## src/rtl/npic_pkg.sv

```systemverilog
// npic_pkg: widths, command codes and the priority encoder of the interrupt controller
// no dependencies; used by the channel interfaces and the top level
`default_nettype none

package npic_pkg;

   localparam int LEVELS = 5;
   localparam int LVL_W = 3;
   localparam int TICK_W = 8;
   localparam int MASK_W = LEVELS;
   localparam int IDX_W = $clog2(LEVELS);

   localparam logic CMD_REQUEST = 1'b0;
   localparam logic CMD_TICK = 1'b1;

   localparam logic [TICK_W-1:0] SERVICE_RESET = TICK_W'(5);

   typedef logic [LVL_W-1:0] level_type;
   typedef logic [TICK_W-1:0] ticks_type;
   typedef logic [MASK_W-1:0] mask_type;

   typedef struct packed {
      level_type active_level;
      ticks_type remaining;
      level_type finished_level;
      mask_type pending_mask;
      logic switched;
   } result_type;

   // highest set bit as a level number, 0 when empty
   function automatic level_type highest_level(input mask_type mask);
      level_type lv;
      lv = '0;
      for (int i = 0; i < LEVELS; i++) begin
         if (mask[i]) begin
            lv = LVL_W'(i + 1);
         end
      end
      return lv;
   endfunction

endpackage

`default_nettype wire

```

## src/rtl/npic_channels.sv

```systemverilog
// npic channels: request, response and register write handshakes of the controller
// depends on npic_pkg
`default_nettype none

interface npic_req_chan;
   logic valid;
   logic ready;
   logic command;
   logic [npic_pkg::LVL_W-1:0] level;

   modport source (output valid, command, level, input ready);
   modport sink (input valid, command, level, output ready);
endinterface

interface npic_rsp_chan;
   logic valid;
   logic ready;
   logic [npic_pkg::LVL_W-1:0] active_level;
   logic [npic_pkg::TICK_W-1:0] remaining;
   logic [npic_pkg::LVL_W-1:0] finished_level;
   logic [npic_pkg::MASK_W-1:0] pending_mask;
   logic switched;

   modport source (output valid, active_level, remaining, finished_level, pending_mask,
                   switched, input ready);
   modport sink (input valid, active_level, remaining, finished_level, pending_mask,
                 switched, output ready);
endinterface

interface npic_csr_chan;
   logic valid;
   logic ready;
   logic [npic_pkg::TICK_W-1:0] data;

   modport source (output valid, data, input ready);
   modport sink (input valid, data, output ready);
endinterface

`default_nettype wire

```

## src/rtl/nested_priority_interrupt_controller.sv

```systemverilog
// nested_priority_interrupt_controller: five level nested interrupt controller
// depends on npic_pkg and the channel interfaces in npic_channels.sv
//
//   channel   direction  contents
//   req_if    in         command (request / tick), level
//   rsp_if    out        active_level, remaining, finished_level, pending_mask, switched
//   csr_if    in         service_ticks write data
//
// one request per cycle while the skid entry is empty; each response is registered.
// the path is one priority encode over the pending bits and one 8 bit decrement.
// a two entry output buffer (result register plus skid) lets a request in while a
// response waits; requests stop only when both entries are full.
// reset clears the pending bits and saved tick counts and sets service_ticks to 5.
`default_nettype none

module nested_priority_interrupt_controller (
   input wire logic clock,
   input wire logic reset,
   npic_req_chan.sink req_if,
   npic_rsp_chan.source rsp_if,
   npic_csr_chan.sink csr_if
);
   import npic_pkg::*;

   ticks_type service_ff;
   mask_type pending_ff, pending_in;
   level_type current_ff, current_in;
   ticks_type cur_ticks_ff, cur_ticks_in;
   ticks_type saved_ff [LEVELS];
   logic save_en;
   ticks_type save_val;

   result_type out_ff, skid_ff, result;
   logic out_valid_ff, skid_valid_ff;

   logic push, in_range, enter, done, is_active;
   mask_type req_bit, cur_bit;
   level_type hp, fin_lvl;
   logic [IDX_W-1:0] hp_idx, cur_idx;
   ticks_type saved_rd, fresh;

   assign csr_if.ready = 1'b1;
   assign req_if.ready = !skid_valid_ff;
   assign push = req_if.valid && req_if.ready;

   assign is_active = current_ff != '0;
   assign in_range = req_if.level != '0 && req_if.level <= LVL_W'(LEVELS);
   assign req_bit = in_range ? (MASK_W'(1) << (req_if.level - LVL_W'(1))) : '0;
   assign cur_bit = is_active ? (MASK_W'(1) << (current_ff - LVL_W'(1))) : '0;
   assign cur_idx = is_active ? IDX_W'(current_ff - LVL_W'(1)) : '0;
   assign done = cur_ticks_ff <= TICK_W'(1);

   always_comb begin
      pending_in = pending_ff;
      enter = 1'b0;
      fin_lvl = '0;
      if (req_if.command == CMD_REQUEST) begin
         pending_in = pending_ff | req_bit;
         enter = in_range && req_if.level > current_ff;
      end else if (is_active && done) begin
         pending_in = pending_ff & ~cur_bit;
         enter = 1'b1;
         fin_lvl = current_ff;
      end
   end

   assign hp = highest_level(pending_in);
   assign hp_idx = (hp != '0) ? IDX_W'(hp - LVL_W'(1)) : '0;
   assign saved_rd = saved_ff[hp_idx];
   assign fresh = (saved_rd != '0) ? saved_rd :
                  ((service_ff == '0) ? TICK_W'(1) : service_ff);

   always_comb begin
      current_in = current_ff;
      cur_ticks_in = cur_ticks_ff;
      save_en = 1'b0;
      save_val = '0;
      if (enter) begin
         current_in = hp;
         cur_ticks_in = (hp != '0) ? fresh : '0;
         save_en = is_active;
         // preempted level keeps its count, a finished one goes back to zero
         save_val = (req_if.command == CMD_REQUEST) ? cur_ticks_ff : '0;
      end else if (req_if.command == CMD_TICK && is_active) begin
         cur_ticks_in = cur_ticks_ff - TICK_W'(1);
      end
   end

   assign result.active_level = current_in;
   assign result.remaining = cur_ticks_in;
   assign result.finished_level = fin_lvl;
   assign result.pending_mask = pending_in;
   assign result.switched = enter && hp != '0;

   always_ff @(posedge clock) begin
      if (reset) begin
         service_ff <= SERVICE_RESET;
         pending_ff <= '0;
         current_ff <= '0;
         cur_ticks_ff <= '0;
         for (int i = 0; i < LEVELS; i++) begin
            saved_ff[i] <= '0;
         end
      end else begin
         if (csr_if.valid) begin
            service_ff <= csr_if.data;
         end
         if (push) begin
            pending_ff <= pending_in;
            current_ff <= current_in;
            cur_ticks_ff <= cur_ticks_in;
            if (save_en) begin
               saved_ff[cur_idx] <= save_val;
            end
         end
      end
   end

   // result register with skid entry
   always_ff @(posedge clock) begin
      if (reset) begin
         out_valid_ff <= 1'b0;
         skid_valid_ff <= 1'b0;
      end else if (!out_valid_ff || rsp_if.ready) begin
         if (skid_valid_ff) begin
            out_valid_ff <= 1'b1;
            skid_valid_ff <= 1'b0;
         end else begin
            out_valid_ff <= push;
         end
      end else if (push) begin
         skid_valid_ff <= 1'b1;
      end
   end

   always_ff @(posedge clock) begin
      if (!out_valid_ff || rsp_if.ready) begin
         out_ff <= skid_valid_ff ? skid_ff : result;
      end else if (push) begin
         skid_ff <= result;
      end
   end

   assign rsp_if.valid = out_valid_ff;
   assign rsp_if.active_level = out_ff.active_level;
   assign rsp_if.remaining = out_ff.remaining;
   assign rsp_if.finished_level = out_ff.finished_level;
   assign rsp_if.pending_mask = out_ff.pending_mask;
   assign rsp_if.switched = out_ff.switched;

endmodule

`default_nettype wire

```

## src/flat_wrapper.sv

```systemverilog
// flat-port wrapper written by rule: the top's interface ports become plain ports
module nested_priority_interrupt_controller_flat import npic_pkg::*;
  (clock, reset, req_if_valid, req_if_command, req_if_level, req_if_ready, rsp_if_valid, rsp_if_active_level, rsp_if_remaining, rsp_if_finished_level, rsp_if_pending_mask, rsp_if_switched, rsp_if_ready, csr_if_valid, csr_if_data, csr_if_ready);
  npic_req_chan req_if_i ();
  npic_rsp_chan rsp_if_i ();
  npic_csr_chan csr_if_i ();
  input wire logic clock;
  input wire logic reset;
  input wire logic [$bits(req_if_i.valid)-1:0] req_if_valid;
  input wire logic [$bits(req_if_i.command)-1:0] req_if_command;
  input wire logic [$bits(req_if_i.level)-1:0] req_if_level;
  output wire logic [$bits(req_if_i.ready)-1:0] req_if_ready;
  output wire logic [$bits(rsp_if_i.valid)-1:0] rsp_if_valid;
  output wire logic [$bits(rsp_if_i.active_level)-1:0] rsp_if_active_level;
  output wire logic [$bits(rsp_if_i.remaining)-1:0] rsp_if_remaining;
  output wire logic [$bits(rsp_if_i.finished_level)-1:0] rsp_if_finished_level;
  output wire logic [$bits(rsp_if_i.pending_mask)-1:0] rsp_if_pending_mask;
  output wire logic [$bits(rsp_if_i.switched)-1:0] rsp_if_switched;
  input wire logic [$bits(rsp_if_i.ready)-1:0] rsp_if_ready;
  input wire logic [$bits(csr_if_i.valid)-1:0] csr_if_valid;
  input wire logic [$bits(csr_if_i.data)-1:0] csr_if_data;
  output wire logic [$bits(csr_if_i.ready)-1:0] csr_if_ready;
  assign req_if_i.valid = req_if_valid;
  assign req_if_i.command = req_if_command;
  assign req_if_i.level = req_if_level;
  assign req_if_ready = req_if_i.ready;
  assign rsp_if_valid = rsp_if_i.valid;
  assign rsp_if_active_level = rsp_if_i.active_level;
  assign rsp_if_remaining = rsp_if_i.remaining;
  assign rsp_if_finished_level = rsp_if_i.finished_level;
  assign rsp_if_pending_mask = rsp_if_i.pending_mask;
  assign rsp_if_switched = rsp_if_i.switched;
  assign rsp_if_i.ready = rsp_if_ready;
  assign csr_if_i.valid = csr_if_valid;
  assign csr_if_i.data = csr_if_data;
  assign csr_if_ready = csr_if_i.ready;
  nested_priority_interrupt_controller u_core (.clock(clock), .reset(reset), .req_if(req_if_i), .rsp_if(rsp_if_i), .csr_if(csr_if_i));
endmodule
```

## config.mk

```make
export PLATFORM = sky130hd
export DESIGN_NAME = nested_priority_interrupt_controller_flat
export DESIGN_NICKNAME = d
export VERILOG_FILES = /design/src/rtl/npic_pkg.sv /design/src/rtl/npic_channels.sv /design/src/rtl/nested_priority_interrupt_controller.sv /design/src/flat_wrapper.sv
export SDC_FILE = /design/constraint.sdc
export NUM_CORES = 1
export LEC_CHECK = 0
export ABC_AREA = 1
export ABC_CLOCK_PERIOD_IN_PS = 4650
export CAP_MARGIN = 25
export CORE_UTILIZATION = 55
export DETAILED_ROUTE_END_ITERATION = 7
export DONT_BUFFER_PORTS = 1
export PLACE_DENSITY = 0.69
export SYNTH_ARGS = -nofsm -noshare
export SYNTH_HDL_FRONTEND = slang
export SYNTH_SLANG_ARGS = --single-unit
```

## constraint.sdc

```tcl
create_clock -name clock -period 4.65 [get_ports clock]
set_input_delay 0.465 -clock clock [delete_from_list [all_inputs] [get_ports clock]]
set_output_delay 0.465 -clock clock [all_outputs]
set_load 0.005 [all_outputs]
```

==> results of run 1 <==
==> worst reg2reg max path, cell delays in order (launching register included) <==
cell and delay (ns):
dfxtp_1 0.31, inv_1 0.14, ha_1 0.21, nor2_1 0.07, nor2_2 0.18, nand2_2 0.10
nor2_4 0.10, nand2_2 0.08, o21ai_4 0.13, inv_1 0.06, nor2_1 0.21, o21ai_0 0.20
ha_1 0.26, inv_1 0.06, ha_1 0.18, buf_6 0.26, buf_4 0.25, nor2_1 0.07
o21ai_0 0.19, nand3_1 0.21, nand3_2 0.17, nor2_4 0.07, nand3_1 0.10, nand2_1 0.06
nand2_1 0.10, nand2_2 0.08, nand2_1 0.07, nand2_1 0.06
==> stage by stage <==
stage / total power (W) / instances
2_1_floorplan: 0.001860 / 686
3_3_place_gp: 0.001993 / 811
3_5_place_dp: 0.002002 / 811
4_1_cts: 0.003556 / 843
5_1_grt: 0.003680 / 843
6_report: 0.003547 / 843
==> report_power, final <==
part | switching (W) | leakage [nW] | internal (W) | total (W)
Sequential | 0.0000405 | 1.28 | 0.00135 | 0.00139
Clock | 0.000495 | 0.328 | 0.00106 | 0.00155
Combinational | 0.000424 | 1.36 | 0.000180 | 0.000604
==> cell families (layout without fill, tap and decap cells) <==
kind of cell / count (synthesis) / after routing
fa+ha+maj: 9 / 9
simple gates: 365 / 365
flops: 130 / 130
mux: 12 / 12
other cells: 2 / 9
buf+inv: 90 / 107
xor+xnor: 1 / 1
compound gates: 70 / 70
==> layout by cell type, fill, tap and decap left out, types with 2 or more instances in the layout <==
cell,Yosys,routed
a21o_1,2,2
a21oi_1,23,23
buf_4,3,7
bufinv_16,0,7
clkbuf_16,0,17
clkinv_1,3,3
clkinv_2,1,2
clkinv_4,0,3
clkinvlp_4,0,3
conb_1,2,9
dfxtp_1,26,26
edfxtp_1,104,104
ha_1,9,9
inv_1,51,51
inv_2,12,12
mux2i_1,12,12
nand2_1,154,154
nand2_2,11,11
nand2_4,4,4
nand3_1,38,38
nand3_2,4,4
nand4_1,15,15
nor2_1,126,126
nor2_2,5,5
nor2_4,3,3
nor3_1,3,3
o21ai_0,38,38
o21ai_1,2,2
o21bai_1,2,2
==> path summary, 6_finish.rpt <==
path / start / to / slack (ns) / cells after the start
min reg2reg: u_core.service_ff[4] / u_core.service_ff[4] / 0.49 / 2
min: reset / u_core.rsp_if.valid / 0.11 / 1
max: u_core.cur_ticks_ff[1] / u_core.rsp_if.remaining[3] / 0.42 / 27
max reg2reg: u_core.cur_ticks_ff[1] / u_core.rsp_if.remaining[3] / 0.42 / 27
==> registers in the layout (all words and copies together), names as in the netlist <==
signal	flops
u_core.cur_ticks_ff	8
u_core.current_ff	3
u_core.pending_ff	5
u_core.rsp_if.active_level	3
u_core.rsp_if.finished_level	3
u_core.rsp_if.pending_mask	5
u_core.rsp_if.remaining	8
u_core.rsp_if.switched	1
u_core.rsp_if.valid	1
u_core.saved_ff	64
u_core.service_ff	8
u_core.skid_ff	20
u_core.skid_valid_ff	1
==> cell type report <==
| type | instances | area, um2 |
|---|---|---|
| Fill cell | 883 | 3861 |
| Sequential cell | 130 | 3643 |
| Multi-Input combinational cell | 466 | 2246 |
| Clock buffer | 18 | 429.2 |
| Clock inverter | 14 | 260.3 |
| Inverter | 67 | 256.5 |
| Tap cell | 140 | 175.2 |
| Timing Repair Buffer | 8 | 63.81 |
==> what timing repair did <==
item | CTS | global route
hold buffers | 0 | 0
setup endpoints to repair | 0 | 6
resized for setup | 0 | 2
==> routing by layer <==
| metal | track usage (%) | part of all wire, % |
|---|---|---|
| met4 | 14.48 | 3.1 |
| met3 | 5.425 | 5.4 |
| met2 | 45.39 | 49 |
| met1 | 34.15 | 42 |
| met5 | 0 | 0 |
==> metrics, run 1 <==
wirelength, routed 14.93 mm; TritonCTS clock tree done; Crit-path slowest cell dfxtp_1; CORE AREA 10,940 um2; cell mode on critical path nand2_1; cts bufs inserted 17; placed inst area 6377 um2; H-tree levels 4; ys flop type edfxtp_1; Pleak 2.971 nW; I/O pin total 40; final hold vios 0; post-synthesis compound-gate area fraction 6.055%; adder-cell share of the synthesized area 1.804%; fraction of layout cells with a size suffix above 1 11.52%; crit path kind flop to flop; sequential element share of the synthesized area 58.38%; Simple-Gate Fraction of Synth Area 25.52%; Worst setup EP type flop; critical path fanouts, max 24; final worst slack 0.4176 ns; Synth warnings 0; initial core utilization 57.07%; via count of the first global-routing pass 4,585; number of synthesized flops with an enable pin 104; first-pass GRT wire length 23.44 mm; routed len/inst 17.71 um; initial antenna violation count 0; Slew Limit Fails 0; minimum clock period 4.232 ns; clk sinks 130; pin count of the biggest net entering global routing 31; Critical Path AT 4.41 ns; Startpoint Class flop; DRC viols 0; max-cap violations 0; routed vias/inst 5.597; slew margin rel. 38.02%; Peak VDD IR 0.3439 mV; main area contributors after synthesis edfxtp_1 (50%), nand2_1 (9.3%), dfxtp_1 (8.3%), nor2_1 (7.6%), inv_1 (3.1%); #FFs+latches synth 130; Final ANT Viol Nets 0; CP max stage delay 0.31 ns; top cells by instance count after synthesis nand2_1 (154), nor2_1 (126), edfxtp_1 (104); fin util 64.69%; drt first pass iters 5; die height 108.5 um; Root Driver clkbuf_16; GRT Residual Overflow 0; RSZ-0062 raised after global routing false; delay-heaviest family, CP simple AND/OR/NAND/NOR gates; DP Worst Slack 0.2985 ns; Hold Crit Class input port to flop; total track usage 27.52%; Syn Inst Count 679; post-synth cell types 35; Finished Cell Area 7074 um2; FMAX 236.3 MHz; clock slew at reported path FFs 0.06 ns; worst hold slack 0.1094 ns; GP Congestion 0.8992; Post-synth ARST share 0%; post-route clock period utilization 91.02%; worst-skew pair later-pin latency 0.43 ns; post-DP HPWL 10.29 mm; Cell Pwr Density 501.4 nW/um2; count leader, synth nand2_1; IO buf count 0; WP buf/inv 5; # rows 38; routed via count 4,718; xor and xnor area share after synthesis 0.1403%; outcome completed; largest family of logic cells by synthesized area simple AND/OR/NAND/NOR gates; Worst Skew 0.009170 ns; Final #Nets 716; Post-Route Setup TNS 0 ns; initial DRC count 384; syn avg cell area 9.191 um2; Worst Max-Slew Pin Slew 0.9262 ns; final setup fails 0; Die Wd 108.5 um; total die area 11,780 um2; post-synth top area cell edfxtp_1; Clock Tree Buf Depth 2; mux share of post-synthesis cell area 1.925%; Cell Area, Synth 6241 um2; Req. time, crit path 4.82 ns; synthesis-to-finish area growth 13.35%; Post-CTS Setup Bufs 0; Yosys top cell area share 50.04%; antenna cells 0
No activity file was read; power rests on OpenSTA's default activity.
==> run 2, diff against run 1 <==
- ABC_CLOCK_PERIOD_IN_PS: 4650 -> 4700
- clock period: 4.65 -> 4.7 ns (I/O delays scaled with it)
==> run 2 against run 1 <==
  * Count of clock-buffer cells in the layout up 4
  * Non-clock buffer count down 1
  * Worst hold slack improved by 0.020 ns
  * First-iteration DRC count is 2.6% lower
  * Setup slack worse by 0.087 ns
  * Clock skew decreased by 0.0039 ns
  * Sequential share of layout area grew 0.52 points
  * Register-to-register slack got worse by 0.09 ns
  * Die area unchanged
  * Final area decreased by 1.0%
  * Via count decreased by 1.1%
  * Routed wire length shrank 1.4%
  * Highest routed layer unchanged
==> metrics, run 2 (synthesis gave the netlist of run 1 again) <==
Peak VDD IR 0.3648 mV; switching part of the total 28.18%; antenna cells 0; Worst Max-Slew Pin Slew 0.8956 ns; first-pass GRT wire length 23.25 mm; Cell Pwr Density 474.8 nW/um2; R2R Path End u_core.rsp_if.remaining[0]; Int Power 0.002388 W; clock power share 40.5%; Slew Limit Fails 0; routed len/inst 17.47 um; R2R depth 26; synthesis-to-finish area growth 12.21%; H-tree levels 4; Final ANT Viol Nets 0; part of the power in registers 41.4%; Tot Pwr 0.003325 W; critical path fanouts, max 18; initial core utilization 57.07%; clk sinks 130; Req. time, crit path 4.87 ns; R2R Setup Slk 0.33 ns; Hold Crit Depth 1; post-DP HPWL 10.20 mm; worst hold slack 0.1289 ns; crit path kind flop to flop; Net Switching 0.0009371 W; drt first pass iters 5; CP max stage delay 0.48 ns; max-cap violations 0; cell mode on critical path nand2_1; DP Worst Slack 0.2963 ns; slew margin rel. 40.07%; leading cell type in the layout, fill and taps excluded nand2_1; Worst Skew 0.005242 ns; routed via count 4,666; logic gate share of total power 18.1%; IO buf count 0; Reg-to-Reg Start u_core.cur_ticks_ff[1]; I/O pin total 40; CORE AREA 10,940 um2; Reg with most FFs u_core.saved_ff; total track usage 27.00%; outcome completed; fin util 64.04%; initial DRC count 374; minimum clock period 4.370 ns; commonest cells after routing, fill and taps aside nand2_1 (154), nor2_1 (126), edfxtp_1 (104), inv_1 (50); hold path startpoint reset; Pleak 2.929 nW; die height 108.5 um; pin count of the biggest net entering global routing 33; TritonCTS clock tree done; Clock Tree Buf Depth 2; Largest regs u_core.saved_ff: 64 flops, u_core.skid_ff: 20 flops; GP Congestion 0.8981; WP buf/inv 4; Critical Path AT 4.54 ns; # rows 38; fraction of layout cells with a size suffix above 1 11.66%; GRT Residual Overflow 0; routed vias/inst 5.535; wirelength, routed 14.72 mm; via count of the first global-routing pass 4,457; Crit-path slowest cell clkinv_1; Hold Crit Class input port to flop; final setup fails 0; WHS Endpoint u_core.skid_valid_ff; initial antenna violation count 0; clock slew at reported path FFs 0.05 ns; Root Driver clkbuf_16; cts bufs inserted 17; Final #Nets 716; delay-heaviest family, CP simple AND/OR/NAND/NOR gates; final worst slack 0.3301 ns; Worst setup EP type flop; worst-skew pair later-pin latency 0.42 ns; Startpoint Class flop; FMAX 228.8 MHz; total die area 11,780 um2; Die Wd 108.5 um; post-route clock period utilization 92.98%; DRC viols 0; max reg flops 64; final hold vios 0
[run 2: cell count changes in the layout (fill, tap and decap cells not counted), moves of 2 or more]
cell	before	now
bufinv_16	7	3
clkbuf_8	0	3
clkinv_2	2	5
clkinv_4	3	0
clkinvlp_4	3	5
[run 2: timing repair]
action | in CTS | in global routing
buffers inserted | 0 | 1
hold buffers | 0 | 0
resized for setup | 0 | 6
endpoints found under the setup margin | 0 | 4
[run 2: layer usage]
metal	up-vias	track usage, %	part of all wire, %
li1	2261	-	-
met1	2230	34.31	43
met2	143	44.62	49
met3	32	5.063	5.4
met4	0	12.45	2.7
met5	-	0	0
[run 2: through the flow]
| stage | setup TNS [ns] | area (um2) | instances |
|---|---|---|---|
| after global placement | 0 | 6362 | 809 |
| final | 0 | 7003 | 843 |
| after detailed placement | 0 | 6362 | 809 |
| after global routing | -0.02138 | 7003 | 843 |
| after floorplan | 0 | 6267 | 686 |
| after CTS | 0 | 6969 | 841 |
[run 2: how the worst max path moves through the flow]
stage | from | to | slack (ns) | cells after the start
2_1_floorplan | u_core.cur_ticks_ff[1] | u_core.rsp_if.remaining[0] | 0.48 | 29
3_3_place_gp | req_if_level[0] | u_core.rsp_if.remaining[3] | 0.37 | 28
3_5_place_dp | req_if_level[0] | u_core.rsp_if.remaining[0] | 0.30 | 26
4_1_cts | u_core.cur_ticks_ff[1] | u_core.rsp_if.remaining[0] | 0.37 | 26
5_1_grt | u_core.cur_ticks_ff[1] | u_core.rsp_if.remaining[2] | -0.01 | 27
6_report | u_core.cur_ticks_ff[1] | u_core.rsp_if.remaining[0] | 0.33 | 26
[run 2: final cells by class]
class                      instances  area, um2
tap                              140      175.2
timing repair buffer               7      65.06
timing repair inverter             1      7.507
clock buffer                      22      474.2
multi-input combinational        466       2248
inverter                          67      256.5
clock inverter                    10      132.6
sequential                       130       3643
fill                             910       3933
[run 2: power by group through the flow]
stage	Clock, W	Sequential, W	Combinational [W]
4_1_cts	0.00136	0.00138	0.000580
6_report	0.00135	0.00138	0.000601
2_1_floorplan	0	0.00139	0.000455
3_5_place_dp	0	0.00140	0.000576
3_3_place_gp	0	0.00140	0.000568
5_1_grt	0.00140	0.00139	0.000670
